`src/hdl/glm_pkg.sv`:
```
// ----------------------------------------------------------------------------
// glm_pkg
// shared types, grid constants, microcode table and cell address helpers
// ----------------------------------------------------------------------------
package glm_pkg;

    localparam int GRID_ROWS  = 16;
    localparam int GRID_COLS  = 16;
    localparam int CELL_COUNT = GRID_ROWS * GRID_COLS;
    localparam int ADDR_W     = $clog2(CELL_COUNT);
    localparam int COORD_W    = 4;
    localparam int HEIGHT_W   = 16;
    localparam int MOVES_W    = 8;
    localparam int STEP_W     = 4;

    // named program counter values; idle, round and emit are jump targets
    localparam logic [STEP_W-1:0] ST_IDLE   = 4'd0;
    localparam logic [STEP_W-1:0] ST_ROUND  = 4'd1;
    localparam logic [STEP_W-1:0] ST_FLUSH  = 4'd11;
    localparam logic [STEP_W-1:0] ST_DECIDE = 4'd12;
    localparam logic [STEP_W-1:0] ST_EMIT   = 4'd13;

    localparam logic [MOVES_W-1:0] MOVES_MAX = '1;

    typedef enum logic [1:0] {
        SEQ_NEXT,
        SEQ_WAIT_IN,
        SEQ_DECIDE,
        SEQ_EMIT
    } seq_op_t;

    typedef enum logic [1:0] {
        CAP_NONE,
        CAP_INIT,
        CAP_CMP
    } cap_op_t;

    typedef struct packed {
        seq_op_t            seq;
        logic               rd_en;
        logic signed [1:0]  dr;
        logic signed [1:0]  dc;
        cap_op_t            cap;
        logic [STEP_W-1:0]  target;
    } uword_t;

    // actions decoded from the current control word and status
    typedef struct packed {
        logic               in_ready;
        logic               ld_start;
        logic               ld_cell;
        logic               move;
        logic               emit;
        logic               rd_en;
        logic signed [1:0]  dr;
        logic signed [1:0]  dc;
        cap_op_t            cap;
    } act_t;

    typedef struct packed {
        logic in_fire;
        logic in_climb;
        logic start_ok;
        logic stay;
        logic out_free;
    } stat_t;

    typedef struct packed {
        logic stay;
        logic out_free;
    } dp_stat_t;

    function automatic uword_t mk_word(seq_op_t seq, logic rd_en, logic signed [1:0] dr,
                                       logic signed [1:0] dc, cap_op_t cap,
                                       logic [STEP_W-1:0] target);
        uword_t w;
        w.seq    = seq;
        w.rd_en  = rd_en;
        w.dr     = dr;
        w.dc     = dc;
        w.cap    = cap;
        w.target = target;
        return w;
    endfunction

    // climb program: read center, then the nine window cells in row-major
    // order, each compare one step behind its read
    function automatic uword_t ucode(logic [STEP_W-1:0] step);
        uword_t w;
        unique case (step)
            4'd0:    w = mk_word(SEQ_WAIT_IN, 1'b0,  2'sd0,  2'sd0, CAP_NONE, ST_EMIT);
            4'd1:    w = mk_word(SEQ_NEXT,    1'b1,  2'sd0,  2'sd0, CAP_NONE, ST_IDLE);
            4'd2:    w = mk_word(SEQ_NEXT,    1'b1, -2'sd1, -2'sd1, CAP_INIT, ST_IDLE);
            4'd3:    w = mk_word(SEQ_NEXT,    1'b1, -2'sd1,  2'sd0, CAP_CMP,  ST_IDLE);
            4'd4:    w = mk_word(SEQ_NEXT,    1'b1, -2'sd1,  2'sd1, CAP_CMP,  ST_IDLE);
            4'd5:    w = mk_word(SEQ_NEXT,    1'b1,  2'sd0, -2'sd1, CAP_CMP,  ST_IDLE);
            4'd6:    w = mk_word(SEQ_NEXT,    1'b1,  2'sd0,  2'sd0, CAP_CMP,  ST_IDLE);
            4'd7:    w = mk_word(SEQ_NEXT,    1'b1,  2'sd0,  2'sd1, CAP_CMP,  ST_IDLE);
            4'd8:    w = mk_word(SEQ_NEXT,    1'b1,  2'sd1, -2'sd1, CAP_CMP,  ST_IDLE);
            4'd9:    w = mk_word(SEQ_NEXT,    1'b1,  2'sd1,  2'sd0, CAP_CMP,  ST_IDLE);
            4'd10:   w = mk_word(SEQ_NEXT,    1'b1,  2'sd1,  2'sd1, CAP_CMP,  ST_IDLE);
            4'd11:   w = mk_word(SEQ_NEXT,    1'b0,  2'sd0,  2'sd0, CAP_CMP,  ST_IDLE);
            4'd12:   w = mk_word(SEQ_DECIDE,  1'b0,  2'sd0,  2'sd0, CAP_NONE, ST_EMIT);
            4'd13:   w = mk_word(SEQ_EMIT,    1'b0,  2'sd0,  2'sd0, CAP_NONE, ST_IDLE);
            default: w = mk_word(SEQ_NEXT,    1'b0,  2'sd0,  2'sd0, CAP_NONE, ST_IDLE);
        endcase
        return w;
    endfunction

    function automatic logic in_grid(logic [COORD_W-1:0] r, logic [COORD_W-1:0] c);
        return (int'(r) < GRID_ROWS) && (int'(c) < GRID_COLS);
    endfunction

    function automatic logic [ADDR_W-1:0] cell_addr(logic [COORD_W-1:0] r,
                                                    logic [COORD_W-1:0] c);
        return ADDR_W'(int'(r) * GRID_COLS + int'(c));
    endfunction

endpackage

```
`src/hdl/glm_ram.sv`:
```
// ----------------------------------------------------------------------------
// glm_ram
// single-port ram with registered read data
// ----------------------------------------------------------------------------
module glm_ram #(
    parameter int WIDTH = 16,
    parameter int DEPTH = 256
) (
    input  logic                     aclk,
    input  logic                     we,
    input  logic [$clog2(DEPTH)-1:0] addr,
    input  logic [WIDTH-1:0]         wdata,
    output logic [WIDTH-1:0]         rdata
);

    logic [WIDTH-1:0] mem [DEPTH];
    logic [WIDTH-1:0] rdata_reg;

    always_ff @(posedge aclk) begin
        if (we) begin
            mem[addr] <= wdata;
        end
        rdata_reg <= mem[addr];
    end

    assign rdata = rdata_reg;

endmodule

```
`src/hdl/glm_useq.sv`:
```
// ----------------------------------------------------------------------------
// glm_useq
// microcode sequencer: step counter, control rom and conditional jumps
// ----------------------------------------------------------------------------
module glm_useq
    import glm_pkg::*;
(
    input  logic              aclk,
    input  logic              aresetn,
    input  stat_t             stat,
    output act_t              act,
    output logic [STEP_W-1:0] step
);

    logic [STEP_W-1:0] step_reg;
    logic [STEP_W-1:0] step_next;
    uword_t            word;

    assign word = ucode(step_reg);
    assign step = step_reg;

    // next step
    always_comb begin
        step_next = step_reg + 1'b1;
        unique case (word.seq)
            SEQ_WAIT_IN: begin
                if (stat.in_fire && stat.in_climb) begin
                    step_next = stat.start_ok ? ST_ROUND : word.target;
                end else begin
                    step_next = step_reg;
                end
            end
            SEQ_DECIDE: step_next = stat.stay ? word.target : ST_ROUND;
            SEQ_EMIT:   step_next = stat.out_free ? word.target : step_reg;
            default:    step_next = step_reg + 1'b1;
        endcase
    end

    // action decode
    always_comb begin
        act.in_ready = (word.seq == SEQ_WAIT_IN);
        act.ld_start = (word.seq == SEQ_WAIT_IN) && stat.in_fire && stat.in_climb;
        act.ld_cell  = (word.seq == SEQ_WAIT_IN) && stat.in_fire && !stat.in_climb;
        act.move     = (word.seq == SEQ_DECIDE) && !stat.stay;
        act.emit     = (word.seq == SEQ_EMIT) && stat.out_free;
        act.rd_en    = word.rd_en;
        act.dr       = word.dr;
        act.dc       = word.dc;
        act.cap      = word.cap;
    end

    always_ff @(posedge aclk) begin
        if (!aresetn) begin
            step_reg <= ST_IDLE;
        end else begin
            step_reg <= step_next;
        end
    end

endmodule

```
`src/hdl/glm_datapath.sv`:
```
// ----------------------------------------------------------------------------
// glm_datapath
// grid store, position and candidate registers, compare and result register
// ----------------------------------------------------------------------------
module glm_datapath
    import glm_pkg::*;
(
    input  logic                       aclk,
    input  logic                       aresetn,
    input  act_t                       act,
    input  logic [COORD_W-1:0]         in_row,
    input  logic [COORD_W-1:0]         in_col,
    input  logic signed [HEIGHT_W-1:0] in_height,
    input  logic                       out_ready,
    output dp_stat_t                   dstat,
    output logic                       out_valid,
    output logic [COORD_W-1:0]         out_row,
    output logic [COORD_W-1:0]         out_col,
    output logic signed [HEIGHT_W-1:0] out_height,
    output logic [MOVES_W-1:0]         out_moves
);

    logic [COORD_W-1:0]         pos_row_reg,  pos_col_reg;
    logic [COORD_W-1:0]         best_row_reg, best_col_reg;
    logic signed [HEIGHT_W-1:0] best_h_reg;
    logic [MOVES_W-1:0]         moves_reg;
    logic                       rd_vld_reg;
    logic [COORD_W-1:0]         rd_row_reg, rd_col_reg;
    logic                       m_valid_reg;
    logic [COORD_W-1:0]         o_row_reg, o_col_reg;
    logic signed [HEIGHT_W-1:0] o_h_reg;
    logic [MOVES_W-1:0]         o_moves_reg;

    logic signed [COORD_W+1:0]  nr, nc;
    logic                       nbr_ok;
    logic                       ram_we;
    logic [ADDR_W-1:0]          ram_addr;
    logic [HEIGHT_W-1:0]        ram_rdata;
    logic signed [HEIGHT_W-1:0] rd_h;
    logic                       higher;

    // neighbor coordinate, range checked so that reads off the grid never win a compare
    always_comb begin
        nr     = signed'({2'b00, pos_row_reg}) + {{COORD_W{act.dr[1]}}, act.dr};
        nc     = signed'({2'b00, pos_col_reg}) + {{COORD_W{act.dc[1]}}, act.dc};
        nbr_ok = !nr[COORD_W+1] && !nc[COORD_W+1]
                 && (int'(nr) < GRID_ROWS) && (int'(nc) < GRID_COLS);
    end

    assign ram_we   = act.ld_cell && in_grid(in_row, in_col);
    assign ram_addr = act.ld_cell ? cell_addr(in_row, in_col)
                                  : cell_addr(nr[COORD_W-1:0], nc[COORD_W-1:0]);

    glm_ram #(
        .WIDTH (HEIGHT_W),
        .DEPTH (CELL_COUNT)
    ) u_store (
        .aclk  (aclk),
        .we    (ram_we),
        .addr  (ram_addr),
        .wdata (in_height),
        .rdata (ram_rdata)
    );

    assign rd_h   = signed'(ram_rdata);
    assign higher = rd_vld_reg && (rd_h > best_h_reg);

    always_ff @(posedge aclk) begin
        if (act.rd_en) begin
            rd_vld_reg <= nbr_ok;
            rd_row_reg <= nr[COORD_W-1:0];
            rd_col_reg <= nc[COORD_W-1:0];
        end

        if (act.ld_start) begin
            pos_row_reg  <= in_row;
            pos_col_reg  <= in_col;
            best_row_reg <= in_row;
            best_col_reg <= in_col;
            best_h_reg   <= '0;
            moves_reg    <= '0;
        end else if (act.move) begin
            pos_row_reg <= best_row_reg;
            pos_col_reg <= best_col_reg;
            if (moves_reg != MOVES_MAX) begin
                moves_reg <= moves_reg + 1'b1;
            end
        end else begin
            case (act.cap)
                CAP_INIT: begin
                    best_h_reg   <= rd_h;
                    best_row_reg <= pos_row_reg;
                    best_col_reg <= pos_col_reg;
                end
                CAP_CMP: begin
                    if (higher) begin
                        best_h_reg   <= rd_h;
                        best_row_reg <= rd_row_reg;
                        best_col_reg <= rd_col_reg;
                    end
                end
                default: ;
            endcase
        end

        if (act.emit) begin
            o_row_reg   <= best_row_reg;
            o_col_reg   <= best_col_reg;
            o_h_reg     <= best_h_reg;
            o_moves_reg <= moves_reg;
        end
    end

    always_ff @(posedge aclk) begin
        if (!aresetn) begin
            m_valid_reg <= 1'b0;
        end else if (act.emit) begin
            m_valid_reg <= 1'b1;
        end else if (out_ready) begin
            m_valid_reg <= 1'b0;
        end
    end

    assign dstat.stay     = (best_row_reg == pos_row_reg) && (best_col_reg == pos_col_reg);
    assign dstat.out_free = !m_valid_reg || out_ready;

    assign out_valid  = m_valid_reg;
    assign out_row    = o_row_reg;
    assign out_col    = o_col_reg;
    assign out_height = o_h_reg;
    assign out_moves  = o_moves_reg;

endmodule

```
`src/hdl/grid_local_maximum_climb_core.sv`:
```
// ----------------------------------------------------------------------------
// grid_local_maximum_climb_core
// 8-neighbor hill climb over a grid of signed 16-bit heights
// ----------------------------------------------------------------------------
// input channel (s_*): one beat per item. op 0 writes s_height into the cell
//   at s_cell_row/s_cell_col (cells outside the grid are dropped), op 1
//   starts a climb from that cell. output channel (m_*): one beat per climb
//   with the end cell, its height and the number of moves, none per load.
// a load keeps the block in the idle step, ready for the next beat.
// a climb runs rounds set by the single ram port: one center read, nine
//   window reads with each compare in the cycle after its read, one flush
//   compare and one decision step. a climb occupies the input until its
//   result is emitted, then the result sits in the output register and the
//   block goes back to taking beats. a climb from outside the grid reports
//   at once with height 0 and move count 0.
// if the receiver stalls, the result waits in the output register while the
//   next beats are taken; a later climb holds in its emit step until the
//   register frees.
// reset (aresetn low, synchronous) returns the sequencer to idle and drops
//   any pending result; the grid store keeps whatever it held and cells are
//   undefined until loaded.
// ----------------------------------------------------------------------------
module grid_local_maximum_climb_core
    import glm_pkg::*;
(
    input  logic                       aclk,
    input  logic                       aresetn,
    input  logic                       s_valid,
    output logic                       s_ready,
    input  logic                       s_op,
    input  logic [COORD_W-1:0]         s_cell_row,
    input  logic [COORD_W-1:0]         s_cell_col,
    input  logic signed [HEIGHT_W-1:0] s_height,
    output logic                       m_valid,
    input  logic                       m_ready,
    output logic [COORD_W-1:0]         m_end_row,
    output logic [COORD_W-1:0]         m_end_col,
    output logic signed [HEIGHT_W-1:0] m_peak_height,
    output logic [MOVES_W-1:0]         m_move_count
);

    act_t              act;
    stat_t             stat;
    dp_stat_t          dstat;
    logic [STEP_W-1:0] step;
    logic              in_fire;

    // input beat is taken only in the idle step
    assign s_ready = act.in_ready;
    assign in_fire = s_valid && s_ready;

    always_comb begin
        stat.in_fire  = in_fire;
        stat.in_climb = s_op;
        stat.start_ok = in_grid(s_cell_row, s_cell_col);
        stat.stay     = dstat.stay;
        stat.out_free = dstat.out_free;
    end

    // sequencer: step counter walking the climb program
    glm_useq u_useq (
        .aclk    (aclk),
        .aresetn (aresetn),
        .stat    (stat),
        .act     (act),
        .step    (step)
    );

    // datapath: grid store, candidate tracking, result register
    glm_datapath u_dp (
        .aclk       (aclk),
        .aresetn    (aresetn),
        .act        (act),
        .in_row     (s_cell_row),
        .in_col     (s_cell_col),
        .in_height  (s_height),
        .out_ready  (m_ready),
        .dstat      (dstat),
        .out_valid  (m_valid),
        .out_row    (m_end_row),
        .out_col    (m_end_col),
        .out_height (m_peak_height),
        .out_moves  (m_move_count)
    );

    // ram reads belong to a climb and never overlap an input beat
    a_read_not_idle: assert property (@(posedge aclk) disable iff (!aresetn)
        act.rd_en |-> !s_ready)
        else $error("ram read issued while taking input");

    // a move always restarts the window scan
    a_move_restarts: assert property (@(posedge aclk) disable iff (!aresetn)
        act.move |=> (step == ST_ROUND))
        else $error("move did not restart the round");

    // an emitted result shows up on the output channel
    a_emit_valid: assert property (@(posedge aclk) disable iff (!aresetn)
        act.emit |=> m_valid)
        else $error("emitted result not presented");

    // an in-grid climb start leaves the idle step
    a_climb_busy: assert property (@(posedge aclk) disable iff (!aresetn)
        (in_fire && s_op && stat.start_ok) |=> (step == ST_ROUND))
        else $error("climb start did not begin a round");

endmodule

```
`config.mk`:
```
export PLATFORM = sky130hd
export DESIGN_NAME = grid_local_maximum_climb_core
export DESIGN_NICKNAME = d
export VERILOG_FILES = /design/src/hdl/glm_pkg.sv /design/src/hdl/glm_ram.sv /design/src/hdl/glm_useq.sv /design/src/hdl/glm_datapath.sv /design/src/hdl/grid_local_maximum_climb_core.sv
export SDC_FILE = /design/constraint.sdc
export NUM_CORES = 2
export LEC_CHECK = 0
export ABC_CLOCK_PERIOD_IN_PS = 5000
export CAP_MARGIN = 20
export CORE_MARGIN = 2
export CORE_UTILIZATION = 55
export CTS_BUF_LIST = sky130_fd_sc_hd__clkbuf_8
export DETAILED_ROUTE_END_ITERATION = 7
export DONT_BUFFER_PORTS = 1
export PLACE_DENSITY = 0.7
export SYNTH_ARGS = -nofsm -noshare
export SYNTH_HDL_FRONTEND = slang
export SYNTH_HIERARCHICAL = 1
export SYNTH_MEMORY_MAX_BITS = 65536
export SYNTH_SLANG_ARGS = --single-unit
export TNS_END_PERCENT = 10
```
`constraint.sdc`:
```
create_clock -name aclk -period 5 [get_ports aclk]
set_input_delay 0.25 -clock aclk [delete_from_list [all_inputs] [get_ports aclk]]
set_output_delay 0.25 -clock aclk [all_outputs]
set_load 0.01 [all_outputs]
```
==> run metrics <==
fmax=196 MHz; Mean Syn Cell Area=22.3 um^2; Most flops, register=u_dp/u_store/mem; Slew Limit Headroom=-14.3%; Slew @ Worst Pin=1.71 ns; Tcrit/Tclk final=102%; Hold Vio Cnt, Final=0; Worst Hold Class=input port to flip-flop; P_leak=0.0575 uW; required time of the critical path=6.02 ns; antenna violation net count after detailed routing=0; sequential element share of the synthesized area=78.5%; RSZ-0062 raised after global routing=yes; Cell Area, Synth=160,000 um^2; pin count of the biggest net entering global routing=257; CTS tree=done; Final Worst Setup Slack=-0.107 ns; gp weighted congestion=0.826; failing checks=slew limit, setup timing; predominant post-synthesis flop cell=edfxtp_1; Synth Instances=7,177; Pwr Density=545 nW/um^2; fraction of layout cells with a size suffix above 1=29.1%; DR iter-0 viols=11,200; DR DRC count=0; Peak VDD IR=0.518 mV; Worst-path clk slew=0.06 ns; type of the worst setup path=flip-flop to flip-flop; placed insts=11,200; syn nets=7,238; vias per cell=6.46; vias in the first global route=80,100; Yosys reg bits=4,208; Max Fanout on Critical Path=46; max_cap viols=0; Clk Tree Root Cell=clkbuf_8; Pins Over Slew Limit=351; area share of the largest cell type after synthesis=77.8%; Floorplan Core Area=291,000 um^2; Post-synth ARST share=0%; Final #Nets=8,077; WHS=0.145 ns; die extent in x=544 um; fin cells=12,400; post-route total power=99,000 uW; P&R area growth vs syn=13.3%; Post-synth EDFFs=4,153; first-pass GRT wire length=570,000 um; Worst setup SP type=flip-flop; status=complete, but fails checks; clk_skew=0.0925 ns; FP Rows=198; Top Ports=63; All-Layer GR Usage=26.8%; initial antenna violation count=15; die area=296,000 um^2; number of setup violations in the final report=1; Place WS=-0.206 ns; final wirelength=395,000 um; global route overflow=0; CTS Buffer Depth=4; final setup TNS=-0.107 ns; routed len/inst=31.8 um; vias after detailed routing=80,200; DPL Wire Length=225,000 um; CTS Buf Count=652; Ys Warns=6; Netlist cell types=64; Setup crit end kind=flip-flop; post-synth top area cell=edfxtp_1; fillers=19,200; clock latency on the worst-skew pair=1.21 ns; Tmin final=5.11 ns; top cells by area, synth=edfxtp_1 78%, mux4_2 14%, a22oi_1 2.4%, a21oi_1 0.86%, dfxtp_1 0.69%; H-tree levels=6; Port Buffer Count=0; clk sink count=4,208; initial cell density of the core=55.2%; die height=544 um; max reg flops=4,096; DRT Pass-1 Iters=6; Critical Path AT=6.13 ns
## where the power goes
group	internal [uW]	switching, uW
logic	13600	19200
registers	39300	458
clock network	13000	13400
## path summary, 6_finish.rpt
path,cells after the start,end,start,slack (ns)
max,16,u_dp/u_store/rdata[5],u_useq/word[12],-0.11
min,2,u_dp/u_store/mem[87][2],s_height[2],0.15
max reg2reg,16,u_dp/u_store/rdata[5],u_useq/word[12],-0.11
min reg2reg,0,u_dp/out_height[3],u_dp/best_h_reg[3],0.46
## what timing repair did
| action | 4_1_cts | 5_1_grt |
|---|---|---|
| gates resized for setup | 4 | 7 |
| setup buffers | 0 | 0 |
| setup endpoints to repair | 4 | 8 |
| hold buffers | 60 | 0 |
| pin swaps | 0 | 0 |
| endpoints found under the hold margin | 4253 | 0 |
## cell families (layout without fill, tap and decap cells)
kind of cell / count (synthesis) / after routing / share of synthesized area, %
compound gates: 902 / 902 / 3.83
other cells: 1 / 12 / 0.00234
flops: 4208 / 4208 / 78.5
mux: 1058 / 1058 / 14.6
fa+ha+maj: 32 / 32 / 0.259
simple gates: 472 / 472 / 1.35
xor+xnor: 18 / 18 / 0.0983
buf+inv: 486 / 1818 / 1.38
## synth_stat cells, drive strengths merged, types with 3 or more instances
| library cell | instances |
|---|---|
| a21o | 4 |
| a21oi | 278 |
| a22oi | 513 |
| a31oi | 3 |
| and2 | 7 |
| and3 | 9 |
| buf | 183 |
| clkbuf | 258 |
| dfxtp | 55 |
| edfxtp | 4153 |
| ha | 30 |
| inv | 45 |
| mux2 | 7 |
| mux2i | 27 |
| mux4 | 1024 |
| nand2 | 51 |
| nand2b | 41 |
| nand3 | 19 |
| nand4 | 26 |
| nor2 | 254 |
| nor2b | 11 |
| nor3 | 33 |
| o21ai | 24 |
| o41ai | 64 |
| or2 | 5 |
| or3 | 7 |
| xnor2 | 13 |
| xor2 | 5 |
## cells in the final DEF (no fill, tap or decap), types with 6 or more instances in the layout
cell type | Yosys | layout
edfxtp_1 | 4153 | 4153
mux4_2 | 1024 | 1024
clkbuf_8 | 0 | 660
a22oi_1 | 513 | 513
buf_4 | 24 | 482
inv_1 | 45 | 289
a21oi_1 | 277 | 277
nor2_1 | 253 | 250
clkinv_1 | 0 | 133
buf_12 | 0 | 75
dfxtp_1 | 55 | 54
nand2_1 | 51 | 49
dlygate4sd3_1 | 0 | 44
clkinv_2 | 0 | 43
o41ai_1 | 64 | 41
nand2b_1 | 41 | 39
ha_1 | 30 | 30
nor3_2 | 0 | 30
mux2i_1 | 27 | 27
nand4_1 | 25 | 25
o41ai_2 | 0 | 23
o21ai_0 | 22 | 20
buf_16 | 0 | 19
inv_12 | 0 | 18
inv_16 | 0 | 13
xnor2_1 | 13 | 13
diode_2 | 0 | 11
clkinv_8 | 0 | 11
nand3_1 | 18 | 10
bufinv_16 | 0 | 9
nand3_2 | 1 | 9
nor2b_1 | 11 | 7
and2_1 | 7 | 6
inv_8 | 0 | 6
or3_1 | 6 | 6
and3_1 | 7 | 6
buf_2 | 77 | 6
## worst max-delay path: stages, from the launching register on
cell and delay, ns:
dfxtp_1 0.56, nor2b_1 0.08, buf_4 0.17, and2_1 0.16, nand2_1 0.14, nor2_4 0.07, buf_4 0.24, o21ai_4 0.68
buf_12 0.29, buf_12 0.29, mux4_2 0.38, a22oi_1 0.29, a21oi_1 0.30, o41ai_1 0.61, buf_2 0.31, buf_4 0.16
nand4_1 0.09
## layer usage
layer / GRT usage [%] / vias up / routed length (um)
met5: 0 / - / 57
met4: 8.71 / 8 / 13300
met3: 5.71 / 692 / 44100
met2: 41.1 / 4974 / 187000
met1: 38.9 / 42100 / 151000
li1: - / 32400 / -
## cell type report
class | instances | area, um^2 | share of cell area [%]
clock inverters | 487 | 2780 | 1.53
flip-flops and latches | 4208 | 126000 | 69.3
diodes | 11 | 27.5 | 0.0152
repair buffers | 626 | 6110 | 3.37
well taps | 3900 | 4880 | 2.69
multi-input cells | 2483 | 32800 | 18.0
clock buffers | 660 | 9080 | 5.00
inverters | 45 | 169 | 0.0930
## through the flow
stage	area (um^2)	utilization (%)
after floorplan	160000	-
after global placement	169000	58.0
after detailed placement	169000	58.0
after CTS	181000	62.4
after global routing	182000	62.5
final	182000	62.5
(Power assumes the default switching activity.)
